File: src/rtl/wasc_pkg.sv
// Shared widths, register codes and the per-bin state type of the windowed
// above-sum counter. Used by every module under rtl; depends on nothing.
package wasc_pkg;

  localparam int MAX_WINDOW  = 256;
  localparam int MAX_BINS    = 64;
  localparam int SAMPLE_W    = 16;
  localparam int SUM_W       = 24;
  localparam int CNT_W       = 16;
  localparam int BOUND_W     = 16;
  localparam int WLEN_W      = 9;
  localparam int BCNT_W      = 7;
  localparam int BIN_W       = $clog2(MAX_BINS);
  localparam int SLOT_W      = $clog2(MAX_WINDOW);
  localparam int STORE_AW    = SLOT_W + BIN_W;
  localparam int STORE_DEPTH = MAX_WINDOW * MAX_BINS;
  localparam int FRAC_W      = 12;
  localparam int PROD_W      = BOUND_W + 1 + SUM_W;
  localparam int CFG_IDX_W   = 2;
  localparam int CFG_DATA_W  = 16;
  localparam int OUT_W       = BIN_W + CNT_W + SUM_W;
  localparam int OUT_BYTES_W = ((OUT_W + 7) / 8) * 8;

  typedef enum logic [CFG_IDX_W-1:0] {
    REG_BOUND         = 2'd0,
    REG_WINDOW_LENGTH = 2'd1,
    REG_BIN_COUNT     = 2'd2
  } reg_idx_t;

  typedef struct packed {
    logic signed [SUM_W-1:0] sum;
    logic signed [CNT_W-1:0] cnt;
  } bin_state_t;

endpackage

File: src/rtl/wasc_update.sv
// Per-sample update: retire the leaving sample, refresh the saturated sum,
// score the new sample against bound times the new sum. Uses wasc_pkg.
module wasc_update (
  input  logic [wasc_pkg::BOUND_W-1:0]         bound,
  input  logic signed [wasc_pkg::SAMPLE_W-1:0] x,
  input  logic signed [wasc_pkg::SAMPLE_W-1:0] old,
  input  wasc_pkg::bin_state_t                 cur,
  output wasc_pkg::bin_state_t                 nxt
);

  localparam int WIDE_W = wasc_pkg::SUM_W + 2;
  localparam int PAD_W  = wasc_pkg::PROD_W - wasc_pkg::SAMPLE_W - wasc_pkg::FRAC_W;

  logic signed [wasc_pkg::PROD_W-1:0] old_scaled;
  logic signed [wasc_pkg::PROD_W-1:0] x_scaled;
  logic signed [wasc_pkg::PROD_W-1:0] lim_old;
  logic signed [wasc_pkg::PROD_W-1:0] lim_new;
  logic signed [WIDE_W-1:0]           sum_wide;
  logic signed [wasc_pkg::SUM_W-1:0]  sum_sat;
  logic signed [wasc_pkg::CNT_W-1:0]  cnt_dec;
  logic signed [wasc_pkg::CNT_W-1:0]  cnt_inc;
  logic signed [wasc_pkg::CNT_W-1:0]  cnt_min;
  logic signed [wasc_pkg::CNT_W-1:0]  cnt_max;
  logic                               old_above;
  logic                               new_above;
  logic                               sum_ovf;

  assign cnt_min = {1'b1, {(wasc_pkg::CNT_W-1){1'b0}}};
  assign cnt_max = {1'b0, {(wasc_pkg::CNT_W-1){1'b1}}};

  assign old_scaled = {{PAD_W{old[wasc_pkg::SAMPLE_W-1]}}, old, {wasc_pkg::FRAC_W{1'b0}}};
  assign x_scaled   = {{PAD_W{x[wasc_pkg::SAMPLE_W-1]}}, x, {wasc_pkg::FRAC_W{1'b0}}};

  assign lim_old   = $signed({1'b0, bound}) * cur.sum;
  assign old_above = old_scaled > lim_old;

  assign sum_wide = WIDE_W'(cur.sum) - WIDE_W'(old) + WIDE_W'(x);
  // top three bits disagree: out of the 24-bit range, clamp by sign
  assign sum_ovf  = !((sum_wide[WIDE_W-1:wasc_pkg::SUM_W-1] == '0) ||
                      (sum_wide[WIDE_W-1:wasc_pkg::SUM_W-1] == '1));
  assign sum_sat  = !sum_ovf ? sum_wide[wasc_pkg::SUM_W-1:0] :
                    sum_wide[WIDE_W-1] ? {1'b1, {(wasc_pkg::SUM_W-1){1'b0}}} :
                                         {1'b0, {(wasc_pkg::SUM_W-1){1'b1}}};

  assign lim_new   = $signed({1'b0, bound}) * sum_sat;
  assign new_above = x_scaled > lim_new;

  assign cnt_dec = (old_above && (cur.cnt != cnt_min)) ? cur.cnt - 1'b1 : cur.cnt;
  assign cnt_inc = (new_above && (cnt_dec != cnt_max)) ? cnt_dec + 1'b1 : cnt_dec;

  assign nxt = {sum_sat, cnt_inc};

endmodule

File: config.mk
export PLATFORM = sky130hd
export DESIGN_NAME = wasc_update
export DESIGN_NICKNAME = d
export VERILOG_FILES = /design/src/rtl/wasc_pkg.sv /design/src/rtl/wasc_update.sv
export SDC_FILE = /design/constraint.sdc
export NUM_CORES = 2
export LEC_CHECK = 0
export BUFFER_PORTS_ARGS = -buffer_cell sky130_fd_sc_hd__buf_2
export CORE_ASPECT_RATIO = 0.8
export CORE_UTILIZATION = 50
export DETAILED_ROUTE_END_ITERATION = 7
export GPL_ROUTABILITY_DRIVEN = 0
export PLACE_DENSITY = 0.67
export SETUP_SLACK_MARGIN = 0.02
export SLEW_MARGIN = 20
export SYNTH_ARGS = -nofsm -noshare
export SYNTH_HDL_FRONTEND = slang
export SYNTH_SLANG_ARGS = --single-unit
File: constraint.sdc
create_clock -name vclk -period 20.6
set_input_delay 4.12 -clock vclk [all_inputs]
set_output_delay 4.12 -clock vclk [all_outputs]
set_load 0.1 [all_outputs]
==> impl_metrics.env <==
export IMPL_drive_gt1_share_pct=9.07
export IMPL_antennaDiodeCount=0
export IMPL_antenna_left=0
export IMPL_ios=128
export IMPL_max_cap_violations=0
export IMPL_grt_pass1_vias=26419
export IMPL_io_buffer_count=128
export IMPL_final_common_cell="inv_1"
export IMPL_vias_per_cell=5.28
export IMPL_hpwl_um=73900
export IMPL_critPathMaxStageDelay_ns=0.57
export IMPL_dr_pass1_iters=7
export IMPL_area_delta_synth_final_pct=8.88
export IMPL_grt_overflow=0
export IMPL_drc=8
export IMPL_n_sequential_cell=0
export IMPL_worstMarginPinSlew_ns=0.960
export IMPL_endpoint_kind="primary output"
export IMPL_clock_buffers=0
export IMPL_cp_start_kind="primary input"
export IMPL_cp_max_fo=7
export IMPL_drt_initial_drc_count=1500
export IMPL_seq_area_um2=0
export IMPL_routed_wl_um=85500
export IMPL_synth_nets=4971
export IMPL_ctsHoldBuffers=0
export IMPL_period_share_pct=97.6
export IMPL_crit_top_cell="inv_1"
export IMPL_critPathSlowestCell="or4_4"
export IMPL_wire_per_inst_um=17.9
export IMPL_vias=25268
export IMPL_setup_viol=0
export IMPL_final_cell_mix="inv_1, fa_1, nand2_1"
export IMPL_tns_ns=0
export IMPL_dieArea_um2=66300
export IMPL_avgSynthCellArea_um2=8.55
export IMPL_critPathArrivalTime_ns=15.99
export IMPL_violations="DRC"
export IMPL_ys_seq_area_share_pct=0
export IMPL_drv_slew=0
export IMPL_grt_start_max_net_pins=37
export IMPL_hp_class="primary input to primary output"
export IMPL_yosys_cell_types_count=80
export IMPL_setup_ws_ns=0.487
export IMPL_core_area_um2=64400
export IMPL_grt_use_total_pct=27.1
export IMPL_fin_nets=5092
export IMPL_finalCriticalPeriod_ns=20.11
export IMPL_die_w_um=288
export IMPL_start_util_pct=50.7
export IMPL_crit_required_ns=16.48
export IMPL_max_freq_mhz=49.7
export IMPL_fp_dieH_um=231
export IMPL_syn_area_um2=32600
export IMPL_synth_cells=3816
export IMPL_yosys_warnings=0
export IMPL_critPathKind="primary input to primary output"
export IMPL_fin_cells=4785
export IMPL_fp_row_count=83
export IMPL_place_ws_ns=-0.280
export IMPL_whs_ns=8.69
export IMPL_grt_first_pass_wirelength_um=142000
export IMPL_hold_viol=0
export IMPL_status="finished with violations"
export IMPL_relSlewSlack_pct=35.4
export IMPL_antenna_found_initial=0
export IMPL_placedCellCount=4776
## routing by layer
metal	wire length [um]	up-vias	GRT usage [%]
li1	-	11599	-
met4	1800	0	4.72
met1	39700	12838	40.6
met3	5210	74	2.75
met2	38700	757	42.9
met5	0	-	0
## synth_stat cells, types with 21 or more instances
master    instances  area, um^2
nand2_1         513        1930
a21o_1           62         465
xnor2_1          77         674
nor3_1           21         105
o21ai_0          42         210
buf_2            25         125
clkbuf_1        127         477
a21oi_1         117         586
nor2_1           67         251
inv_1          1010        3790
fa_1            778       15600
and2_1          316        1980
nand3_1          32         160
ha_1            289        3620
xor2_1           51         447
## what timing repair did
action	in CTS	in global routing
pin swaps	0	11
endpoints found under the hold margin	0	0
setup endpoints to repair	16	16
resized for setup	8	56
setup buffers	0	9
## kinds of logic (layout without fill, tap and decap cells)
family / count (synthesis) / after routing / synth area share [%]
buf+inv: 1164 / 1283 / 13.5
simple gates: 1076 / 1076 / 16.3
fa+ha+maj: 1067 / 1067 / 58.8
compound gates: 377 / 377 / 7.80
xor+xnor: 128 / 128 / 3.44
mux: 4 / 4 / 0.123
## through the flow
stage	area, um^2	utilization [%]
global placement	35100	54.6
CTS	35200	54.6
detailed placement	35100	54.6
finish	35500	55.2
global route	35500	55.2
floorplan	32700	-
## critical path: cells and delay by family
family / cells / cell delay [ns]
adders and majority gates: 11 / 4.16
AOI/OAI and AO/OA: 17 / 3.25
and+or+nand+nor: 11 / 2.40
buffers and inverters: 15 / 1.74
xor gates and xnor gates: 2 / 0.29
## area by class of cell
type	count	area [um^2]
multi-input combinational	2652	28600
fill	6033	28900
tap	850	1060
inverter	1010	3790
timing repair buffer	273	2040
## final timing paths
kind | slack [ns] | end | depth (start not counted) | start
worst max-delay path | 0.49 | nxt[4] | 56 | cur[16]
worst min-delay path | 8.69 | nxt[4] | 3 | cur[4]
Power is left out: the tool's default activity adds up to more than one toggle a clock period on the data nets, which glitch-free logic cannot reach.
