`src/rtl/wasc_pkg.sv`:
```
// Shared widths, register codes and the per-bin state type of the windowed
// above-sum counter. Used by every module under rtl; depends on nothing.
package wasc_pkg;

  localparam int MAX_WINDOW  = 256;
  localparam int MAX_BINS    = 64;
  localparam int SAMPLE_W    = 16;
  localparam int SUM_W       = 24;
  localparam int CNT_W       = 16;
  localparam int BOUND_W     = 16;
  localparam int WLEN_W      = 9;
  localparam int BCNT_W      = 7;
  localparam int BIN_W       = $clog2(MAX_BINS);
  localparam int SLOT_W      = $clog2(MAX_WINDOW);
  localparam int STORE_AW    = SLOT_W + BIN_W;
  localparam int STORE_DEPTH = MAX_WINDOW * MAX_BINS;
  localparam int FRAC_W      = 12;
  localparam int PROD_W      = BOUND_W + 1 + SUM_W;
  localparam int CFG_IDX_W   = 2;
  localparam int CFG_DATA_W  = 16;
  localparam int OUT_W       = BIN_W + CNT_W + SUM_W;
  localparam int OUT_BYTES_W = ((OUT_W + 7) / 8) * 8;

  typedef enum logic [CFG_IDX_W-1:0] {
    REG_BOUND         = 2'd0,
    REG_WINDOW_LENGTH = 2'd1,
    REG_BIN_COUNT     = 2'd2
  } reg_idx_t;

  typedef struct packed {
    logic signed [SUM_W-1:0] sum;
    logic signed [CNT_W-1:0] cnt;
  } bin_state_t;

endpackage

```
`src/rtl/wasc_bin_table.sv`:
```
// Per-bin running sum and counter table, registered read with forwarding of
// the write that lands on the same bin, zero sweep after reset. Uses wasc_pkg.
module wasc_bin_table (
  input  logic                          clk,
  input  logic                          rst_n,
  input  logic                          rd_en,
  input  logic [wasc_pkg::BIN_W-1:0]    rd_addr,
  input  logic                          wr_en,
  input  logic [wasc_pkg::BIN_W-1:0]    wr_addr,
  input  wasc_pkg::bin_state_t          wr_data,
  output wasc_pkg::bin_state_t          rd_data,
  output logic                          busy
);

  wasc_pkg::bin_state_t         mem_r [wasc_pkg::MAX_BINS];
  wasc_pkg::bin_state_t         rd_q_r;
  wasc_pkg::bin_state_t         fwd_r;
  logic                         hit_r;
  logic                         clearing_r;
  logic [wasc_pkg::BIN_W-1:0]   clr_addr_r;
  logic                         mem_we;
  logic [wasc_pkg::BIN_W-1:0]   mem_waddr;
  wasc_pkg::bin_state_t         mem_wdata;

  always_ff @(posedge clk) begin
    if (!rst_n) begin
      clearing_r <= 1'b1;
      clr_addr_r <= '0;
    end else if (clearing_r) begin
      clr_addr_r <= clr_addr_r + 1'b1;
      if (clr_addr_r == wasc_pkg::BIN_W'(wasc_pkg::MAX_BINS - 1)) begin
        clearing_r <= 1'b0;
      end
    end
  end

  assign mem_we    = clearing_r || wr_en;
  assign mem_waddr = clearing_r ? clr_addr_r : wr_addr;
  assign mem_wdata = clearing_r ? '0 : wr_data;

  always_ff @(posedge clk) begin
    if (mem_we) begin
      mem_r[mem_waddr] <= mem_wdata;
    end
    if (rd_en) begin
      rd_q_r <= mem_r[rd_addr];
      hit_r  <= wr_en && (wr_addr == rd_addr);
      fwd_r  <= wr_data;
    end
  end

  assign rd_data = hit_r ? fwd_r : rd_q_r;
  assign busy    = clearing_r;

endmodule

```
`config.mk`:
```
export PLATFORM = sky130hd
export DESIGN_NAME = wasc_bin_table
export DESIGN_NICKNAME = d
export VERILOG_FILES = /design/src/rtl/wasc_pkg.sv /design/src/rtl/wasc_bin_table.sv
export SDC_FILE = /design/constraint.sdc
export NUM_CORES = 2
export LEC_CHECK = 0
export ABC_CLOCK_PERIOD_IN_PS = 9400
export BUFFER_PORTS_ARGS = -buffer_cell sky130_fd_sc_hd__buf_2
export CAP_MARGIN = 10
export CORE_ASPECT_RATIO = 1.4
export CORE_MARGIN = 2
export CORE_UTILIZATION = 60
export DETAILED_ROUTE_END_ITERATION = 16
export HOLD_SLACK_MARGIN = 0.06
export PLACE_DENSITY = 0.76
export SETUP_SLACK_MARGIN = 0.4
export SYNTH_ARGS = -nofsm -noshare
export SYNTH_HDL_FRONTEND = slang
export SYNTH_SLANG_ARGS = --single-unit
```
`constraint.sdc`:
```
create_clock -name clk -period 9.4 [get_ports clk]
set_input_delay 0.94 -clock clk [delete_from_list [all_inputs] [get_ports clk]]
set_output_delay 0.94 -clock clk [all_outputs]
set_load 0.01 [all_outputs]
```
==> flow_summary.toml <==
[status]
outcome = "finished, final reports clean"

[grt]
grt_pass1_vias = 51500
grt_use_total_pct = 31.7
grt_pass1_wl_mm = 379
grt_max_degree = 106
antenna_found_initial = 11
grt-ovfl-total = 0

[power_and_ir_drop]
comb_power_share_pct = 4.3
switching_power_uw = 4850
p_leak_uw = 0.0363
power.share.switching_pct = 20.8
finalPower_uw = 23400
worst_ir_drop_vdd_mv = 0.209
p_clk_share_pct = 40.3
power_frac_seq_pct = 55.4
p_int_uw = 18500
power.density_nw_per_um2 = 207

[logic_synthesis]
synth_cells = 4614
ys_ff_latch = 2648
synth_cell_types = 49
synth-edff-count = 2641
avgSynthCellArea_um2 = 22.0
yosys_warnings = 0
netlist_area_um2 = 101000
synth_nets = 4671
yosysSeqAreaShare_pct = 78.3
ys_async_sr_fraction_pct = 0
ys.flop_type = "edfxtp_1"

[worst_setup_path]
cp_num_buf_inv = 2
cp_cell_sequence = "inv_1, o31ai_1, nand2_1, nor2_4, buf_4"
crit_path_max_incr_delay_ps = 1090
cp.depth = 5
reg2reg_depth = 5
worstSetupStartpointType = "flip-flop"
r2r-start = "busy"
crit_fanout = 40
worstSetupPathType = "reg -> reg"
crit_required_ps = 9890
cp.arrival_ps = 5000
slowest_stage = "nor2_4"
crit_path_end_kind = "flip-flop"
worstReg2RegEnd = "mem_r[9][17]"
r2r_slack_ps = 4890
crit_family = "simple AND/OR/NAND/NOR gates"

[sta]
max_slew_margin_pct = 11.4
setup_viol = 0
fmax_ghz = 0.222
maxSlewViolCount = 0
hold_viol = 0
period_needed_ps = 4510
setup_tns_ps = 0
fin_crit_sh_pct = 47.9
fin_worst_skew_ps = 28.9
fin_hold_ws_ps = 252
worst_pin_slew_ps = 1320
rsz0062_at_grt = "false"

[finish]
fin_area_um2 = 113000
drive_gt1_share_pct = 25.8
final_common_cell = "edfxtp_1"
syn2layout_area_growth_pct = 11.3
final_cell_mix = "edfxtp_1 (2641), mux4_2 (549), clkbuf_16 (233)"
nets = 4884
final_util_pct = 67.2

[place]
globalplace.congestion = 0.816
placed_area_um2 = 105000
io_buffers = 96
dp_hpwl_mm = 137

[clock_tree]
clk_pin_slew_ps = 60
cts_resized = 0
clockBufferDepth = 3
cts-hold-fix-buffers = 0
postCtsSetupRepairBufs = 0
cts_tree = "built"
numCtsBuffers = 230
cts-root-buf = "clkbuf_16"
clk_latency_ps = 880
clock-sinks = 2648
htree_num_levels = 4

[detailed_routing]
viasPerCell = 7.04
routed_wl_mm = 270
drt-pass1-iter-count = 8
drt-initial-drc-count = 8255
routedWlPerCell_um = 37.1
vias = 51200
drc_errors = 0
antenna_left = 0

[floorplanning]
fp.dieH_um = 491
rows = 178
initial_core_util_pct = 60.4
ios = 97
die_area_um2 = 172000
die_w_um = 352
coreArea_um2 = 168000

[hold_path]
hold_path_depth = 1
worstHoldStart = "wr_data[23]"
hold_path.class = "in -> reg"
holdPathEnd = "fwd_r[23]"

[job]
maxCapViolations = 0
[through the flow]
step / worst slack, ps / std cells
detailed placement: 4660 / 6829
CTS: 5030 / 7256
global placement: 4690 / 6829
global route: 4790 / 7274
finish: 4890 / 7278
floorplan: 5640 / 4614
[worst reg2reg max path, cell delays in order, from the launching register on]
cell and delay, ps:
dfxtp_4 840, inv_1 280, o31ai_1 630, nand2_1 600
nor2_4 1100, buf_4 630
[flip-flops by register name, summed over array words and instances, names as in the netlist]
signal and cells:
rd_q_r 40, clr_addr_r 6, hit_r 1, mem_r 2560
fwd_r 40, busy 1
[routing by layer]
metal | GRT usage (%) | wire length, um | up-vias | share of wire [%]
li1 | - | - | 19900 | -
met1 | 42.0 | 88500 | 26500 | 33
met2 | 50.6 | 133000 | 4036 | 49
met3 | 6.33 | 33100 | 813 | 12
met4 | 15.9 | 15500 | 8 | 5.7
met5 | 0 | 52 | - | 0.019
[synthesized netlist by cell type (4+ instances only)]
cell type	count	area, um2
and3_1	18	113
xnor2_1	6	52.6
inv_1	4	15.0
buf_2	68	340
mux2i_1	230	2300
a221oi_1	9	78.8
a311oi_1	44	385
xor2_1	4	35.0
nand4_1	39	244
buf_12	8	160
o22ai_1	69	432
buf_1	18	67.6
mux4_2	549	12400
and2_1	5	31.3
a211oi_1	30	225
a22o_1	23	201
nand2b_1	10	62.6
dfxtp_1	7	140
buf_6	22	248
nor2_1	132	495
nor2b_1	82	513
or2_2	4	25.0
nand3_1	73	365
nand2_1	119	447
buf_4	42	315
o221ai_1	49	429
a21oi_1	42	210
edfxtp_1	2641	79300
nor4_1	12	75.1
or3_1	5	31.3
a22oi_1	77	578
clkbuf_1	106	398
mux2_2	43	484
[how the worst max path moves through the flow]
stage / start / end
after global routing: busy / mem_r[9][1]
after detailed placement: rd_addr[2] / rd_q_r[20]
after CTS: busy / mem_r[9][39]
after floorplan: wr_addr[2] / mem_r[17][0]
final: busy / mem_r[9][17]
after global placement: rd_addr[2] / rd_q_r[20]
[area by class of cell]
class	instances	area, um2
Timing Repair Buffer	247	1920
Clock inverter	159	1450
Fill cell	10100	55000
Inverter	4	15.0
Sequential cell	2648	79400
Multi-Input combinational cell	1696	21300
Antenna cell	6	15.0
Tap cell	2250	2820
Clock buffer	268	5960
[power groups by stage]
stage | clock, uW | sequential [uW] | combinational [uW]
after global routing | 9860 | 13000 | 1040
after floorplan | 0 | 13200 | 670
after global placement | 0 | 13200 | 972
after CTS | 9440 | 13000 | 994
final | 9410 | 13000 | 998
after detailed placement | 0 | 13200 | 985
[logic make-up after synthesis]
kind of cell	Yosys count	share of synthesized area [%]
DFF	2648	78.3
muxes	825	15.0
and+or+nand+nor	501	2.39
AOI/OAI and AO/OA	359	2.65
buffers and inverters	270	1.55
xor gates and xnor gates	10	0.0863
adders and majority gates	1	0.0123
Power figures use the tool's default switching activity.
